File: src/rtl/asp_pkg.sv
// Shared constants, tables and stage types for the attitude setpoint packer.
// Used by every module under rtl/; depends on nothing else.
package asp_pkg;

  // Field widths fixed by the channel format
  localparam int STICK_W = 15;
  localparam int FLT_W   = 32;
  localparam int THR_W   = 16;

  // Stick scaling: roll/pitch = -stick * FIX_ONE / ROLL_DIV, yaw = -stick * FIX_ONE / YAW_DIV
  localparam int FIX_ONE    = 65536;
  localparam int FRAC_BITS  = 16;
  localparam int STICK_FULL = 10000;
  localparam int ROLL_DIV   = STICK_FULL / 50;
  localparam int YAW_DIV    = STICK_FULL / 400;
  // Roll/pitch reduce to a divide by YAW_DIV after scaling by RP_SCALE
  localparam int RP_SCALE   = (FIX_ONE * YAW_DIV) / ROLL_DIV;

  // Reciprocal of YAW_DIV, exact for every 15-bit magnitude
  localparam int RECIP_SHIFT = 20;
  localparam int RECIP_W     = 16;
  localparam int RECIP_DIV   = ((1 << RECIP_SHIFT) + YAW_DIV - 1) / YAW_DIV;

  // Datapath widths
  localparam int ABS_W    = STICK_W;
  localparam int Q_W      = 10;
  localparam int REM_W    = 5;
  localparam int FRAC13_W = 13;
  localparam int RP_MAG_W = Q_W + FRAC13_W;
  localparam int MAG_W    = Q_W + FRAC_BITS;
  localparam int FIX_W    = RP_MAG_W + 1;
  localparam int SUM_W    = FIX_W + 1;
  localparam int ROT_W    = RP_MAG_W;
  localparam int POS_W    = $clog2(MAG_W);
  localparam int MANT_W   = 23;
  localparam int EXP_W    = 8;

  // 45 degree rotation factor 181/256
  localparam int ROT_MUL   = 181;
  localparam int ROT_MUL_W = 8;
  localparam int ROT_SHIFT = 8;

  // Biased exponent for a leading one at bit 0 of a 16.16 magnitude
  localparam int EXP_OFS = 127 - FRAC_BITS;

  // Thrust mapping
  localparam int THR_EXT_W = 18;
  localparam logic signed [STICK_W-1:0]   THR_HI    = 15'sd10000;
  localparam logic signed [STICK_W-1:0]   THR_LO    = -15'sd10000;
  localparam logic signed [THR_EXT_W-1:0] THR_OFS   = 18'sd35535;
  localparam logic signed [THR_EXT_W-1:0] THR_FLOOR = 18'sd6000;

  // Pipeline depth: input register through output register
  localparam int NSTAGE = 7;

  // Per-stage load strobes
  typedef struct packed {
    logic s0;
    logic s1;
    logic s2;
    logic s3;
    logic s4;
    logic s5;
    logic s6;
  } pipe_ld_t;

  // Fixed-point values after scaling
  typedef struct packed {
    logic                    mode_neg;
    logic                    roll_neg;
    logic                    pitch_neg;
    logic                    yaw_neg;
    logic [RP_MAG_W-1:0]     roll_mag;
    logic [RP_MAG_W-1:0]     pitch_mag;
    logic [MAG_W-1:0]        yaw_mag;
    logic signed [FIX_W-1:0] roll_fix;
    logic signed [FIX_W-1:0] pitch_fix;
    logic [THR_W-1:0]        thrust;
  } fix_stage_t;

  // Sign-magnitude values ready for float conversion
  typedef struct packed {
    logic             roll_neg;
    logic             pitch_neg;
    logic             yaw_neg;
    logic [MAG_W-1:0] roll_mag;
    logic [MAG_W-1:0] pitch_mag;
    logic [MAG_W-1:0] yaw_mag;
    logic [THR_W-1:0] thrust;
  } mag_stage_t;

  // floor(r * RP_SCALE / YAW_DIV) for a remainder r below YAW_DIV
  function automatic logic [FRAC13_W-1:0] frac13(input logic [REM_W-1:0] r);
    logic [FRAC13_W-1:0] t;
    case (r)
      5'd0:    t = '0;
      5'd1:    t = FRAC13_W'((1 * RP_SCALE) / YAW_DIV);
      5'd2:    t = FRAC13_W'((2 * RP_SCALE) / YAW_DIV);
      5'd3:    t = FRAC13_W'((3 * RP_SCALE) / YAW_DIV);
      5'd4:    t = FRAC13_W'((4 * RP_SCALE) / YAW_DIV);
      5'd5:    t = FRAC13_W'((5 * RP_SCALE) / YAW_DIV);
      5'd6:    t = FRAC13_W'((6 * RP_SCALE) / YAW_DIV);
      5'd7:    t = FRAC13_W'((7 * RP_SCALE) / YAW_DIV);
      5'd8:    t = FRAC13_W'((8 * RP_SCALE) / YAW_DIV);
      5'd9:    t = FRAC13_W'((9 * RP_SCALE) / YAW_DIV);
      5'd10:   t = FRAC13_W'((10 * RP_SCALE) / YAW_DIV);
      5'd11:   t = FRAC13_W'((11 * RP_SCALE) / YAW_DIV);
      5'd12:   t = FRAC13_W'((12 * RP_SCALE) / YAW_DIV);
      5'd13:   t = FRAC13_W'((13 * RP_SCALE) / YAW_DIV);
      5'd14:   t = FRAC13_W'((14 * RP_SCALE) / YAW_DIV);
      5'd15:   t = FRAC13_W'((15 * RP_SCALE) / YAW_DIV);
      5'd16:   t = FRAC13_W'((16 * RP_SCALE) / YAW_DIV);
      5'd17:   t = FRAC13_W'((17 * RP_SCALE) / YAW_DIV);
      5'd18:   t = FRAC13_W'((18 * RP_SCALE) / YAW_DIV);
      5'd19:   t = FRAC13_W'((19 * RP_SCALE) / YAW_DIV);
      5'd20:   t = FRAC13_W'((20 * RP_SCALE) / YAW_DIV);
      5'd21:   t = FRAC13_W'((21 * RP_SCALE) / YAW_DIV);
      5'd22:   t = FRAC13_W'((22 * RP_SCALE) / YAW_DIV);
      5'd23:   t = FRAC13_W'((23 * RP_SCALE) / YAW_DIV);
      5'd24:   t = FRAC13_W'((24 * RP_SCALE) / YAW_DIV);
      default: t = '0;
    endcase
    return t;
  endfunction

  // floor(r * FIX_ONE / YAW_DIV) for a remainder r below YAW_DIV
  function automatic logic [FRAC_BITS-1:0] frac16(input logic [REM_W-1:0] r);
    logic [FRAC_BITS-1:0] t;
    case (r)
      5'd0:    t = '0;
      5'd1:    t = FRAC_BITS'((1 * FIX_ONE) / YAW_DIV);
      5'd2:    t = FRAC_BITS'((2 * FIX_ONE) / YAW_DIV);
      5'd3:    t = FRAC_BITS'((3 * FIX_ONE) / YAW_DIV);
      5'd4:    t = FRAC_BITS'((4 * FIX_ONE) / YAW_DIV);
      5'd5:    t = FRAC_BITS'((5 * FIX_ONE) / YAW_DIV);
      5'd6:    t = FRAC_BITS'((6 * FIX_ONE) / YAW_DIV);
      5'd7:    t = FRAC_BITS'((7 * FIX_ONE) / YAW_DIV);
      5'd8:    t = FRAC_BITS'((8 * FIX_ONE) / YAW_DIV);
      5'd9:    t = FRAC_BITS'((9 * FIX_ONE) / YAW_DIV);
      5'd10:   t = FRAC_BITS'((10 * FIX_ONE) / YAW_DIV);
      5'd11:   t = FRAC_BITS'((11 * FIX_ONE) / YAW_DIV);
      5'd12:   t = FRAC_BITS'((12 * FIX_ONE) / YAW_DIV);
      5'd13:   t = FRAC_BITS'((13 * FIX_ONE) / YAW_DIV);
      5'd14:   t = FRAC_BITS'((14 * FIX_ONE) / YAW_DIV);
      5'd15:   t = FRAC_BITS'((15 * FIX_ONE) / YAW_DIV);
      5'd16:   t = FRAC_BITS'((16 * FIX_ONE) / YAW_DIV);
      5'd17:   t = FRAC_BITS'((17 * FIX_ONE) / YAW_DIV);
      5'd18:   t = FRAC_BITS'((18 * FIX_ONE) / YAW_DIV);
      5'd19:   t = FRAC_BITS'((19 * FIX_ONE) / YAW_DIV);
      5'd20:   t = FRAC_BITS'((20 * FIX_ONE) / YAW_DIV);
      5'd21:   t = FRAC_BITS'((21 * FIX_ONE) / YAW_DIV);
      5'd22:   t = FRAC_BITS'((22 * FIX_ONE) / YAW_DIV);
      5'd23:   t = FRAC_BITS'((23 * FIX_ONE) / YAW_DIV);
      5'd24:   t = FRAC_BITS'((24 * FIX_ONE) / YAW_DIV);
      default: t = '0;
    endcase
    return t;
  endfunction

endpackage

File: src/rtl/asp_pipe_ctrl.sv
// Valid tracking and per-stage load strobes for the setpoint pipeline.
// Depends on asp_pkg (NSTAGE, pipe_ld_t).
module asp_pipe_ctrl (
  input  logic              clk,
  input  logic              rst_n,
  input  logic              in_valid,
  output logic              in_ready,
  output logic              out_valid,
  input  logic              out_ready,
  output asp_pkg::pipe_ld_t ld
);

  logic [asp_pkg::NSTAGE-1:0] v_r;
  logic [asp_pkg::NSTAGE-1:0] v_nxt;
  logic [asp_pkg::NSTAGE-1:0] ld_vec;
  logic [asp_pkg::NSTAGE:0]   rdy;
  logic                       in_fire;
  logic                       out_fire;

  // A stage can take a transaction when empty or when its item moves on
  always_comb begin
    rdy[asp_pkg::NSTAGE] = out_ready;
    for (int k = asp_pkg::NSTAGE - 1; k >= 0; k--) begin
      rdy[k] = !v_r[k] || rdy[k+1];
    end
  end

  // Load strobes and next valid bits
  always_comb begin
    ld_vec[0] = in_valid && rdy[0];
    for (int k = 1; k < asp_pkg::NSTAGE; k++) begin
      ld_vec[k] = v_r[k-1] && rdy[k];
    end
    for (int k = 0; k < asp_pkg::NSTAGE; k++) begin
      v_nxt[k] = ld_vec[k] || (v_r[k] && !rdy[k+1]);
    end
  end

  always_ff @(posedge clk) begin
    if (!rst_n) begin
      v_r <= '0;
    end else begin
      v_r <= v_nxt;
    end
  end

  always_comb begin
    ld.s0 = ld_vec[0];
    ld.s1 = ld_vec[1];
    ld.s2 = ld_vec[2];
    ld.s3 = ld_vec[3];
    ld.s4 = ld_vec[4];
    ld.s5 = ld_vec[5];
    ld.s6 = ld_vec[6];
  end

  assign in_ready  = rdy[0];
  assign out_valid = v_r[asp_pkg::NSTAGE-1];
  assign in_fire   = in_valid && rdy[0];
  assign out_fire  = v_r[asp_pkg::NSTAGE-1] && out_ready;

  // Items in flight change only by accepted and delivered transactions
  a_conserve: assert property (@(posedge clk) disable iff (!rst_n)
    1'b1 |=> ($countones(v_r) ==
              $past($countones(v_r)) + $past(int'(in_fire)) - $past(int'(out_fire))))
    else $error("pipeline occupancy does not match transactions");

  // A full pipeline with a stalled receiver takes nothing
  a_full_stall: assert property (@(posedge clk) disable iff (!rst_n)
    ((&v_r) && !out_ready) |-> !in_ready)
    else $error("input taken while pipeline full and stalled");

  // An accepted transaction lands in the input register
  a_enter: assert property (@(posedge clk) disable iff (!rst_n)
    in_fire |=> v_r[0])
    else $error("accepted transaction missing from input register");

  // A result appears only when the stage before it held an item
  a_out_src: assert property (@(posedge clk) disable iff (!rst_n)
    $rose(v_r[asp_pkg::NSTAGE-1]) |-> $past(v_r[asp_pkg::NSTAGE-2]))
    else $error("result appeared without a source item");

endmodule

File: src/rtl/asp_front.sv
// Input register, stick scaling to 16.16 fixed point and thrust mapping.
// Depends on asp_pkg (constants, frac tables, pipe_ld_t, fix_stage_t).
module asp_front (
  input  logic                                clk,
  input  asp_pkg::pipe_ld_t                   ld,
  input  logic signed [asp_pkg::STICK_W-1:0]  roll_stick,
  input  logic signed [asp_pkg::STICK_W-1:0]  pitch_stick,
  input  logic signed [asp_pkg::STICK_W-1:0]  throttle_stick,
  input  logic signed [asp_pkg::STICK_W-1:0]  yaw_stick,
  input  logic signed [asp_pkg::STICK_W-1:0]  mode_switch,
  output asp_pkg::fix_stage_t                 fix_o
);

  // Exact floor(a / YAW_DIV) through the reciprocal
  function automatic logic [asp_pkg::Q_W-1:0] div_base(input logic [asp_pkg::ABS_W-1:0] a);
    logic [asp_pkg::ABS_W+asp_pkg::RECIP_W-1:0] p;
    p = (asp_pkg::ABS_W+asp_pkg::RECIP_W)'(a) *
        (asp_pkg::ABS_W+asp_pkg::RECIP_W)'(asp_pkg::RECIP_DIV);
    return p[asp_pkg::RECIP_SHIFT+asp_pkg::Q_W-1:asp_pkg::RECIP_SHIFT];
  endfunction

  // Remainder a - q * YAW_DIV, with the constant product in shifts and adds
  function automatic logic [asp_pkg::REM_W-1:0] rem_base(input logic [asp_pkg::ABS_W-1:0] a,
                                                         input logic [asp_pkg::Q_W-1:0] q);
    logic [asp_pkg::ABS_W-1:0] qx;
    logic [asp_pkg::ABS_W-1:0] d;
    qx = asp_pkg::ABS_W'(q);
    d  = a - ((qx << 4) + (qx << 3) + qx);
    return d[asp_pkg::REM_W-1:0];
  endfunction

  function automatic logic [asp_pkg::ABS_W-1:0] mag15(input logic signed [asp_pkg::STICK_W-1:0] s);
    logic [asp_pkg::ABS_W-1:0] m;
    m = s[asp_pkg::STICK_W-1] ? asp_pkg::ABS_W'(-s) : asp_pkg::ABS_W'(s);
    return m;
  endfunction

  // Stage 0: input register
  logic signed [asp_pkg::STICK_W-1:0] roll_s0_r, pitch_s0_r, thr_s0_r, yaw_s0_r, mode_s0_r;

  always_ff @(posedge clk) begin
    if (ld.s0) begin
      roll_s0_r  <= roll_stick;
      pitch_s0_r <= pitch_stick;
      thr_s0_r   <= throttle_stick;
      yaw_s0_r   <= yaw_stick;
      mode_s0_r  <= mode_switch;
    end
  end

  // Stage 1: magnitudes, quotients and thrust
  logic [asp_pkg::ABS_W-1:0]          roll_abs, pitch_abs, yaw_abs;
  logic signed [asp_pkg::STICK_W-1:0] thr_c;
  logic signed [asp_pkg::THR_EXT_W-1:0] thr_ext, thr_map;
  logic [asp_pkg::THR_W-1:0]          thrust_nxt;

  always_comb begin
    roll_abs  = mag15(roll_s0_r);
    pitch_abs = mag15(pitch_s0_r);
    yaw_abs   = mag15(yaw_s0_r);
  end

  // Clamp the throttle, map by 3x + offset, and cut below the floor
  always_comb begin
    if (thr_s0_r < asp_pkg::THR_LO) begin
      thr_c = asp_pkg::THR_LO;
    end else if (thr_s0_r > asp_pkg::THR_HI) begin
      thr_c = asp_pkg::THR_HI;
    end else begin
      thr_c = thr_s0_r;
    end
    thr_ext = {{(asp_pkg::THR_EXT_W-asp_pkg::STICK_W){thr_c[asp_pkg::STICK_W-1]}}, thr_c};
    thr_map = thr_ext + thr_ext + thr_ext + asp_pkg::THR_OFS;
    if (thr_map < asp_pkg::THR_FLOOR) begin
      thrust_nxt = '0;
    end else begin
      thrust_nxt = thr_map[asp_pkg::THR_W-1:0];
    end
  end

  logic [asp_pkg::ABS_W-1:0] roll_abs_r, pitch_abs_r, yaw_abs_r;
  logic [asp_pkg::Q_W-1:0]   roll_q_r, pitch_q_r, yaw_q_r;
  logic                      roll_neg_r, pitch_neg_r, yaw_neg_r, mode_neg_r;
  logic [asp_pkg::THR_W-1:0] thrust_s1_r;

  // Negated scale: a positive stick gives a negative value
  always_ff @(posedge clk) begin
    if (ld.s1) begin
      roll_abs_r  <= roll_abs;
      pitch_abs_r <= pitch_abs;
      yaw_abs_r   <= yaw_abs;
      roll_q_r    <= div_base(roll_abs);
      pitch_q_r   <= div_base(pitch_abs);
      yaw_q_r     <= div_base(yaw_abs);
      roll_neg_r  <= !roll_s0_r[asp_pkg::STICK_W-1];
      pitch_neg_r <= !pitch_s0_r[asp_pkg::STICK_W-1];
      yaw_neg_r   <= !yaw_s0_r[asp_pkg::STICK_W-1];
      mode_neg_r  <= mode_s0_r[asp_pkg::STICK_W-1];
      thrust_s1_r <= thrust_nxt;
    end
  end

  // Stage 2: assemble fixed-point magnitudes and signed values
  asp_pkg::fix_stage_t fix_nxt, fix_r;
  logic [asp_pkg::FIX_W-1:0] roll_ext, pitch_ext;

  always_comb begin
    fix_nxt.mode_neg  = mode_neg_r;
    fix_nxt.roll_neg  = roll_neg_r;
    fix_nxt.pitch_neg = pitch_neg_r;
    fix_nxt.yaw_neg   = yaw_neg_r;
    fix_nxt.roll_mag  = {roll_q_r, asp_pkg::frac13(rem_base(roll_abs_r, roll_q_r))};
    fix_nxt.pitch_mag = {pitch_q_r, asp_pkg::frac13(rem_base(pitch_abs_r, pitch_q_r))};
    fix_nxt.yaw_mag   = {yaw_q_r, asp_pkg::frac16(rem_base(yaw_abs_r, yaw_q_r))};
    roll_ext          = {1'b0, fix_nxt.roll_mag};
    pitch_ext         = {1'b0, fix_nxt.pitch_mag};
    fix_nxt.roll_fix  = roll_neg_r ? signed'(-roll_ext) : signed'(roll_ext);
    fix_nxt.pitch_fix = pitch_neg_r ? signed'(-pitch_ext) : signed'(pitch_ext);
    fix_nxt.thrust    = thrust_s1_r;
  end

  always_ff @(posedge clk) begin
    if (ld.s2) begin
      fix_r <= fix_nxt;
    end
  end

  assign fix_o = fix_r;

endmodule

File: src/rtl/asp_rotate.sv
// Optional 45 degree frame rotation of roll and pitch by 181/256.
// Depends on asp_pkg (fix_stage_t, mag_stage_t, widths, rotation factor).
module asp_rotate (
  input  logic                clk,
  input  asp_pkg::pipe_ld_t   ld,
  input  asp_pkg::fix_stage_t fix_i,
  output asp_pkg::mag_stage_t mag_o
);

  // Sign and truncated magnitude of s * 181 / 256
  function automatic logic [asp_pkg::ROT_W:0] rot_scale(input logic [asp_pkg::SUM_W-1:0] s);
    logic [asp_pkg::SUM_W-1:0] ns;
    logic [asp_pkg::FIX_W-1:0] a;
    logic [asp_pkg::FIX_W+asp_pkg::ROT_MUL_W-1:0] p;
    ns = -s;
    a  = s[asp_pkg::SUM_W-1] ? ns[asp_pkg::FIX_W-1:0] : s[asp_pkg::FIX_W-1:0];
    p  = (asp_pkg::FIX_W+asp_pkg::ROT_MUL_W)'(a) *
         (asp_pkg::FIX_W+asp_pkg::ROT_MUL_W)'(asp_pkg::ROT_MUL);
    return {s[asp_pkg::SUM_W-1], p[asp_pkg::ROT_SHIFT+asp_pkg::ROT_W-1:asp_pkg::ROT_SHIFT]};
  endfunction

  // Stage 3: sum and difference of the signed values
  logic signed [asp_pkg::SUM_W-1:0] sum_nxt, diff_nxt;
  logic [asp_pkg::SUM_W-1:0]        sum_r, diff_r;
  logic                             mode_neg_r, roll_neg_r, pitch_neg_r, yaw_neg_r;
  logic [asp_pkg::RP_MAG_W-1:0]     roll_mag_r, pitch_mag_r;
  logic [asp_pkg::MAG_W-1:0]        yaw_mag_r;
  logic [asp_pkg::THR_W-1:0]        thrust_r;

  always_comb begin
    sum_nxt  = asp_pkg::SUM_W'(fix_i.roll_fix) + asp_pkg::SUM_W'(fix_i.pitch_fix);
    diff_nxt = asp_pkg::SUM_W'(fix_i.pitch_fix) - asp_pkg::SUM_W'(fix_i.roll_fix);
  end

  always_ff @(posedge clk) begin
    if (ld.s3) begin
      sum_r       <= sum_nxt;
      diff_r      <= diff_nxt;
      mode_neg_r  <= fix_i.mode_neg;
      roll_neg_r  <= fix_i.roll_neg;
      pitch_neg_r <= fix_i.pitch_neg;
      yaw_neg_r   <= fix_i.yaw_neg;
      roll_mag_r  <= fix_i.roll_mag;
      pitch_mag_r <= fix_i.pitch_mag;
      yaw_mag_r   <= fix_i.yaw_mag;
      thrust_r    <= fix_i.thrust;
    end
  end

  // Stage 4: scale the rotated pair and pick the frame
  logic [asp_pkg::ROT_W:0] roll_rot, pitch_rot;
  asp_pkg::mag_stage_t     mag_nxt, mag_r;

  always_comb begin
    roll_rot  = rot_scale(sum_r);
    pitch_rot = rot_scale(diff_r);
    if (mode_neg_r) begin
      mag_nxt.roll_neg  = roll_rot[asp_pkg::ROT_W];
      mag_nxt.roll_mag  = asp_pkg::MAG_W'(roll_rot[asp_pkg::ROT_W-1:0]);
      mag_nxt.pitch_neg = pitch_rot[asp_pkg::ROT_W];
      mag_nxt.pitch_mag = asp_pkg::MAG_W'(pitch_rot[asp_pkg::ROT_W-1:0]);
    end else begin
      mag_nxt.roll_neg  = roll_neg_r;
      mag_nxt.roll_mag  = asp_pkg::MAG_W'(roll_mag_r);
      mag_nxt.pitch_neg = pitch_neg_r;
      mag_nxt.pitch_mag = asp_pkg::MAG_W'(pitch_mag_r);
    end
    mag_nxt.yaw_neg = yaw_neg_r;
    mag_nxt.yaw_mag = yaw_mag_r;
    mag_nxt.thrust  = thrust_r;
  end

  always_ff @(posedge clk) begin
    if (ld.s4) begin
      mag_r <= mag_nxt;
    end
  end

  assign mag_o = mag_r;

endmodule

File: src/rtl/asp_float_conv.sv
// Sign-magnitude 16.16 to single-precision bit patterns, mantissa truncated.
// Depends on asp_pkg (mag_stage_t, widths, exponent offset).
module asp_float_conv (
  input  logic                      clk,
  input  asp_pkg::pipe_ld_t         ld,
  input  asp_pkg::mag_stage_t       mag_i,
  output logic [asp_pkg::FLT_W-1:0] roll_float,
  output logic [asp_pkg::FLT_W-1:0] pitch_float,
  output logic [asp_pkg::FLT_W-1:0] yaw_float,
  output logic [asp_pkg::THR_W-1:0] thrust_word
);

  localparam int LANES      = 3;
  localparam int LANE_ROLL  = 0;
  localparam int LANE_PITCH = 1;
  localparam int LANE_YAW   = 2;

  logic [asp_pkg::MAG_W-1:0] mag_in [LANES];
  logic                      neg_in [LANES];

  always_comb begin
    mag_in[LANE_ROLL]  = mag_i.roll_mag;
    mag_in[LANE_PITCH] = mag_i.pitch_mag;
    mag_in[LANE_YAW]   = mag_i.yaw_mag;
    neg_in[LANE_ROLL]  = mag_i.roll_neg;
    neg_in[LANE_PITCH] = mag_i.pitch_neg;
    neg_in[LANE_YAW]   = mag_i.yaw_neg;
  end

  // Stage 5: find the leading one of each magnitude
  logic [asp_pkg::POS_W-1:0] pos_nxt [LANES];
  logic [asp_pkg::POS_W-1:0] pos_r   [LANES];
  logic [asp_pkg::MAG_W-1:0] mag_r   [LANES];
  logic                      neg_r   [LANES];
  logic [asp_pkg::THR_W-1:0] thrust_s5_r;

  always_comb begin
    for (int l = 0; l < LANES; l++) begin
      pos_nxt[l] = '0;
      for (int b = 0; b < asp_pkg::MAG_W; b++) begin
        if (mag_in[l][b]) begin
          pos_nxt[l] = asp_pkg::POS_W'(b);
        end
      end
    end
  end

  always_ff @(posedge clk) begin
    if (ld.s5) begin
      for (int l = 0; l < LANES; l++) begin
        pos_r[l] <= pos_nxt[l];
        mag_r[l] <= mag_in[l];
        neg_r[l] <= neg_in[l];
      end
      thrust_s5_r <= mag_i.thrust;
    end
  end

  // Stage 6: normalize, drop the hidden one, pack sign and exponent
  logic [asp_pkg::MAG_W-1:0] norm   [LANES];
  logic [asp_pkg::EXP_W-1:0] expo   [LANES];
  logic [asp_pkg::FLT_W-1:0] flt_nxt[LANES];
  logic [asp_pkg::FLT_W-1:0] flt_r  [LANES];
  logic [asp_pkg::THR_W-1:0] thrust_r;

  always_comb begin
    for (int l = 0; l < LANES; l++) begin
      norm[l] = mag_r[l] << (asp_pkg::POS_W'(asp_pkg::MAG_W - 1) - pos_r[l]);
      expo[l] = asp_pkg::EXP_W'(asp_pkg::EXP_OFS) + asp_pkg::EXP_W'(pos_r[l]);
      if (mag_r[l] == '0) begin
        flt_nxt[l] = '0;
      end else begin
        flt_nxt[l] = {neg_r[l], expo[l], norm[l][asp_pkg::MAG_W-2 -: asp_pkg::MANT_W]};
      end
    end
  end

  always_ff @(posedge clk) begin
    if (ld.s6) begin
      for (int l = 0; l < LANES; l++) begin
        flt_r[l] <= flt_nxt[l];
      end
      thrust_r <= thrust_s5_r;
    end
  end

  assign roll_float  = flt_r[LANE_ROLL];
  assign pitch_float = flt_r[LANE_PITCH];
  assign yaw_float   = flt_r[LANE_YAW];
  assign thrust_word = thrust_r;

endmodule

File: src/rtl/attitude_setpoint_packer_top.sv
// Top level of the attitude setpoint packer: stick channels in, setpoint out.
// Depends on asp_pkg, asp_pipe_ctrl, asp_front, asp_rotate and asp_float_conv.
//
// Usage:
//   Input channel (in_valid/in_ready) carries one transaction of four stick
//   values and a mode switch, each 15-bit two's complement. Output channel
//   (out_valid/out_ready) returns one setpoint per input: roll, pitch and yaw
//   as single-precision bit patterns and a 16-bit thrust word.
//   Throughput: one transaction per cycle while out_ready is high; the
//   seven-register pipeline (input register, five datapath stages, output
//   register) is fully overlapped; the divide is a 15x16 reciprocal multiply.
//   Reset: rst_n is synchronous and active low; it empties the pipeline and
//   drops any transaction in flight. No clearing pass is needed.
//   Stall: when out_ready is low the held result stays on the output ports;
//   the stages behind it keep filling, and in_ready falls only once every
//   stage holds a transaction.
module attitude_setpoint_packer_top (
  input  logic                               clk,
  input  logic                               rst_n,
  input  logic                               in_valid,
  output logic                               in_ready,
  input  logic signed [asp_pkg::STICK_W-1:0] in_roll_stick,
  input  logic signed [asp_pkg::STICK_W-1:0] in_pitch_stick,
  input  logic signed [asp_pkg::STICK_W-1:0] in_throttle_stick,
  input  logic signed [asp_pkg::STICK_W-1:0] in_yaw_stick,
  input  logic signed [asp_pkg::STICK_W-1:0] in_mode_switch,
  output logic                               out_valid,
  input  logic                               out_ready,
  output logic [asp_pkg::FLT_W-1:0]          out_roll_float,
  output logic [asp_pkg::FLT_W-1:0]          out_pitch_float,
  output logic [asp_pkg::FLT_W-1:0]          out_yaw_float,
  output logic [asp_pkg::THR_W-1:0]          out_thrust_word
);

  asp_pkg::pipe_ld_t   ld;
  asp_pkg::fix_stage_t fix_s;
  asp_pkg::mag_stage_t mag_s;

  // Handshake and stage enables
  asp_pipe_ctrl u_ctrl (
    .clk       (clk),
    .rst_n     (rst_n),
    .in_valid  (in_valid),
    .in_ready  (in_ready),
    .out_valid (out_valid),
    .out_ready (out_ready),
    .ld        (ld)
  );

  // Scale sticks and map thrust
  asp_front u_front (
    .clk            (clk),
    .ld             (ld),
    .roll_stick     (in_roll_stick),
    .pitch_stick    (in_pitch_stick),
    .throttle_stick (in_throttle_stick),
    .yaw_stick      (in_yaw_stick),
    .mode_switch    (in_mode_switch),
    .fix_o          (fix_s)
  );

  // Select plain or rotated frame
  asp_rotate u_rotate (
    .clk   (clk),
    .ld    (ld),
    .fix_i (fix_s),
    .mag_o (mag_s)
  );

  // Convert to float patterns and drive the result register
  asp_float_conv u_conv (
    .clk         (clk),
    .ld          (ld),
    .mag_i       (mag_s),
    .roll_float  (out_roll_float),
    .pitch_float (out_pitch_float),
    .yaw_float   (out_yaw_float),
    .thrust_word (out_thrust_word)
  );

endmodule

File: config.mk
export PLATFORM = sky130hd
export DESIGN_NAME = attitude_setpoint_packer_top
export DESIGN_NICKNAME = d
export VERILOG_FILES = /design/src/rtl/asp_pkg.sv /design/src/rtl/asp_pipe_ctrl.sv /design/src/rtl/asp_front.sv /design/src/rtl/asp_rotate.sv /design/src/rtl/asp_float_conv.sv /design/src/rtl/attitude_setpoint_packer_top.sv
export SDC_FILE = /design/constraint.sdc
export NUM_CORES = 2
export LEC_CHECK = 0
export BUFFER_PORTS_ARGS = -buffer_cell sky130_fd_sc_hd__buf_2
export CAP_MARGIN = 40
export CORE_ASPECT_RATIO = 0.9
export CORE_UTILIZATION = 40
export DETAILED_ROUTE_END_ITERATION = 7
export GPL_ROUTABILITY_DRIVEN = 1
export RECOVER_POWER = 100
export SLEW_MARGIN = 20
export SYNTH_ARGS = -nofsm -noshare
export SYNTH_HDL_FRONTEND = slang
export SYNTH_SLANG_ARGS = --single-unit
File: constraint.sdc
create_clock -name clk -period 16.5 [get_ports clk]
set_input_delay 0.825 -clock clk [delete_from_list [all_inputs] [get_ports clk]]
set_output_delay 0.825 -clock clk [all_outputs]
set_load 0.01 [all_outputs]
* After elaboration in Yosys (flattened, before gate mapping)
Memories as Yosys holds them, arrays and structs flattened. A register that Yosys moved wholly into a read port is not among the register bits.
Cells that the tools add are included.
** Operators by class
- Add/subtract/negate cells :: 27
- $mul :: 5
- Div/mod/pow operators :: 0
- Magnitude comparators :: 3
- Equality and inequality tests :: 0
- Shifts and indexed selects :: 3
- Multiplexer cells :: 93
- Bitwise gates (word level) :: 0
- Reduce and logical (&&, ||, !) cells :: 48
** Operators by type and width (count)
- $mux W5 :: 30
- $mux W32 :: 3
- $mux W4 :: 24
- $mul A15 B13 Y27 const B :: 3
- $logic_not A26 Y1 :: 3
- $shl A26 B5 Y25 :: 3
- $mux W15 :: 5
- $mul A24 B8 Y31 const B :: 2
- $mux W49 :: 1
- $mux W24 :: 2
- $neg A23 Y24 :: 2
- $neg A24 Y24 :: 2
- $mux W23 :: 2
- $neg A15 Y15 :: 3
- $mux W3 :: 12
- $add A5 B5 Y5 :: 6
- $add A24 B24 Y25 :: 1
- $sub A24 B24 Y25 :: 1
- $add A7 B5 Y8 const A :: 3
- $add A18 B17 Y18 const B :: 1
- $lt A18 B14 Y1 const B :: 1
- $add A16 B15 Y17 :: 1
- $logic_not A1 Y1 :: 17
- $add A15 B15 Y16 :: 1
- other kinds (8) :: 50
** Storage, ports and cells
- Bits in registers :: 558
- Latch bits :: 0
- Memory bits (writable) :: 192
- ROM bits :: 1344
- Input bits :: 79
- Output and inout port bits :: 114
- Logic and storage cells :: 234
- Memories kept :: 7
** Memories
- (no name shown) :: words 32, width 16, rd ports 1, clocked after memory_dff 1, wr ports 0, line asp_pkg.sv:129 : case (r)
- (no name shown) :: words 32, width 13, rd ports 1, clocked after memory_dff 0, wr ports 0, line asp_pkg.sv:95 : case (r)
- (no name shown) :: words 32, width 13, rd ports 1, clocked after memory_dff 0, wr ports 0, line asp_pkg.sv:95
- u_conv.flt_r :: words 3, width 32, rd ports 3, clocked after memory_dff 0, wr ports 3, line asp_float_conv.sv:63 : logic [asp_pkg::FLT_W-1:0] flt_r [LANES];
- u_conv.mag_r :: words 3, width 26, rd ports 3, clocked after memory_dff 0, wr ports 3, line asp_float_conv.sv:33 : logic [asp_pkg::MAG_W-1:0] mag_r [LANES];
- u_conv.pos_r :: words 3, width 5, rd ports 3, clocked after memory_dff 0, wr ports 3, line asp_float_conv.sv:32 : logic [asp_pkg::POS_W-1:0] pos_r [LANES];
- 1 more memories

* Logic depth before layout (Yosys ltp)
- Depth after elaboration :: 25
- Depth in mapped cells :: 28
- Mapped depth without buffers :: 28

* Modules after synthesis
From an unflattened synthesis, not the netlist that was laid out.
** Second synthesis, totals
- Cells, all modules :: 4774
- Area, all modules :: 54214.5 um^2
** By module, submodules not included
- asp_front :: instances 1, cells an instance 2192, area an instance 23975.5 um^2, seq. area each 7927.6 um^2
- asp_rotate :: instances 1, cells an instance 1623, area an instance 18177.4 um^2, seq. area each 6966.7 um^2
- asp_float_conv :: instances 1, cells an instance 926, area an instance 11735.0 um^2, seq. area each 6726.5 um^2
- asp_pipe_ctrl :: instances 1, cells an instance 33, area an instance 326.6 um^2, seq. area each 140.1 um^2

* Worst setup path before layout
Ideal clock, no wire load.
- Path type :: input -> register
- From :: input port out_ready
- To :: register u_front.fix_r (netlist bit u_front.fix_o[0]), enable pin
- Library setup time :: 0.847 ns
- Arrival :: 11.254 ns
- Required time :: 15.653 ns
- Path slack :: 4.400 ns
- Cell stages on the path :: 4
- Buffers on the path :: 0
- Path through :: nor2b_1 > and3_1 > and2_1 > a21boi_0
** RTL lines
- start: declaration :: line attitude_setpoint_packer_top.sv:28 : input logic out_ready,
- end signal: assignment :: line asp_front.sv:124 : fix_r <= fix_nxt;
- end: declaration :: line asp_front.sv:104 : asp_pkg::fix_stage_t fix_nxt, fix_r;

==> summary.txt <==
Outcome
  – Status: finished with violations
  – Failing checks: capacitance limit, slew limit

Critical path
  – RR Startpoint: u_ctrl.v_r[6]
  – Critical path's top delay family: buffers and inverters
  – CP max FO: 56
  – Crit path top cell by count: clkbuf_1
  – Worst path bufs/invs: 3
  – Critical path class: register to register
  – Critical path's slowest cell: clkbuf_1
  – Worst Setup SP: u_ctrl.v_r[6]
  – Critical-path cell list: nor2b_1, and3_1, and2_0, nor2b_1, clkbuf_1, clkbuf_1, clkbuf_1
  – Critical Path RT: 16,720 ps
  – CP endpoint kind: register
  – CP Launch Type: register
  – CP peak stage delay: 2350 ps
  – Crit path DAT: 8670 ps

Synth
  – Most common cell in the netlist: edfxtp_1
  – Syn Inst Count: 4,470
  – Post-synth top cells: 714 x edfxtp_1, 680 x inv_1, 567 x ha_1
  – Post-synthesis sequential area ratio: 0.416
  – Number of synthesized flops with an enable pin: 714
  – Syn avg cell area: 11.6 µm²
  – Synth Flop Type: edfxtp_1
  – Synthesized area: 0.0519 mm²
  – Fraction of registers with async set or reset after synthesis: 0
  – Post-Syn Nets: 5,446
  – Netlist cell types: 100
  – Top cells by area, synth: edfxtp_1 41%, ha_1 14%, fa_1 13%
  – Synthesized flop and latch total: 721
  – Synth top area share: 0.413
  – Cell taking the most area after synthesis: edfxtp_1
  – Number of synthesis warnings: 0

Floorplanning
  – Die area: 0.131 mm²
  – FP Rows: 124
  – Die width: 382 µm
  – Die Height: 344 µm
  – Initial Util: 0.406
  – CORE AREA: 0.128 mm²
  – IO Count: 193

Detailed routing
  – Detailed Routing Iterations Pass 1: 5
  – Drt wl/cell: 16.0 µm
  – DRT iter0 DRCs: 1,845
  – DR vias/cell: 4.97
  – # DRC: 0
  – Antenna Nets Post-Route: 0
  – Vias: 32.1k
  – Final wirelength: 103,000 µm

Finish
  – Antenna diode count: 0
  – Layout cell share with drive strength beyond 1: 0.0739
  – Final Util: 0.449
  – Post-layout nets: 5,674
  – Layout area overhead: 10.6%

Timing
  – Slew @ Worst Pin: 3250 ps
  – Slew headroom: -1.17
  – Slew Limit Fails: 800
  – Period utilization: 0.512
  – Clock Skew: 22.8 ps
  – Setup TNS: 0 ps
  – RSZ-0062 raised after global routing: no
  – Final Hold Viols: 0
  – Final Setup Violations: 0
  – Maximum clock frequency: 118 MHz
  – Min Tclk post-route: 8450 ps

Place
  – DP HPWL: 81,600 µm
  – Final GP Congestion: 0.863
  – Port Buffer Count: 178

CTS
  – Bufs on Longest Clock Path: 3
  – Clk Latency, worst-skew pair: 680 ps
  – TritonCTS Sinks: 721
  – Post-CTS Hold Buffers: 0
  – Clk root buf: clkbuf_16
  – H-tree level count: 3
  – Num CTS Buffers: 82
  – CTS tree: done
  – Setup Buffers After CTS: 0
  – Clock-pin slew on the worst setup and hold paths: 60 ps
  – # resized after CTS: 0

Global route
  – Vias in the first global route: 31.8k
  – Overall Global Routing Usage: 0.159
  – First-pass GRT wire length: 168,000 µm
  – Initial antenna violation count: 2
  – Largest net degree at the start of global routing: 68
  – GRT overflow: 0

Run
  – Total of max-cap violations: 19

Hold path
  – Worst hold start: in_pitch_stick[1]
  – Worst min-delay path class: input port to register
cell type report:
cell class / instances / area [µm²]
Fill cell: 12000 / 70500
Tap cell: 1701 / 2130
Inverter: 683 / 2560
Clock inverter: 61 / 606
Multi-Input combinational cell: 2962 / 27300
Sequential cell: 721 / 21600
Timing Repair Buffer: 248 / 1120
Clock buffer: 90 / 2080
placed cells by master, fill, tap and decap left out, types with 19 or more instances in the layout:
cell and n:
o31ai_1 37, fa_1 330, inv_1 681, xor2_1 56
mux2_1 24, nor4_1 31, mux2_2 49, clkbuf_1 170
buf_2 59, or3_1 38, nand2b_1 38, edfxtp_1 714
ha_1 567, nor2_1 245, a211oi_1 49, a21oi_1 211
buf_4 23, a21o_1 38, o21bai_1 28, nand2_1 222
o21ai_0 177, xnor2_1 256, nand3_1 53, mux2i_1 68
o22ai_1 19, clkbuf_16 82, a31oi_1 22, nor2b_1 43
nor3_1 79
logic make-up after synthesis:
family / Yosys count / share of synthesized area
XOR/XNOR: 321 / 0.0558
buffers and inverters: 787 / 0.0577
AND/OR/NAND/NOR: 849 / 0.0787
flip-flops: 721 / 0.416
multiplexers: 155 / 0.0350
adder cells (fa/ha/maj): 900 / 0.265
AO/OA/AOI/OAI: 737 / 0.0921
flip-flops by register name (all words and copies together), names as in the netlist, 16 cells and up:
name and cells:
u_rotate.sum_r 24, u_conv.flt_r 96, u_conv.thrust_s5_r 16, u_rotate.pitch_mag_r 23, u_rotate.diff_r 25, u_rotate.thrust_r 16
u_front.thrust_s1_r 16, u_rotate.mag_o 91, u_conv.mag_r 72, u_rotate.yaw_mag_r 26, u_conv.thrust_word 16, u_front.fix_o 138
u_rotate.roll_mag_r 23
per-stage QoR:
step                std cells  worst slack, ps  instance area [µm²]  hold WS [ps]
finish                   6466             8050                57400           321
global route             6466             7110                57400           255
CTS                      6455             7980                57800           243
detailed placement       6304             8000                55100           405
global placement         6280             8060                54900           402
floorplan                4470             4400                51900           400
per-layer routing:
layer | GRT usage | vias up | wire length [µm]
met5 | 0 | - | 0
met1 | 0.237 | 15400 | 52900
met3 | 0.0266 | 110 | 4380
li1 | - | 16100 | -
met2 | 0.242 | 538 | 44400
met4 | 0.0337 | 0 | 1750
path summary, 6_finish.rpt:
check | end | slack [ps] | depth (start not counted)
setup / recovery | u_rotate.yaw_mag_r[23] | 8050 | 7
hold / removal | u_front.pitch_s0_r[1] | 320 | 1
setup reg to reg | u_rotate.yaw_mag_r[23] | 8050 | 7
hold reg to reg | u_conv.thrust_s5_r[9] | 410 | 0
Power is not shown: default switching activity piles up to over one toggle a cycle in this logic, so the estimate is an artifact.
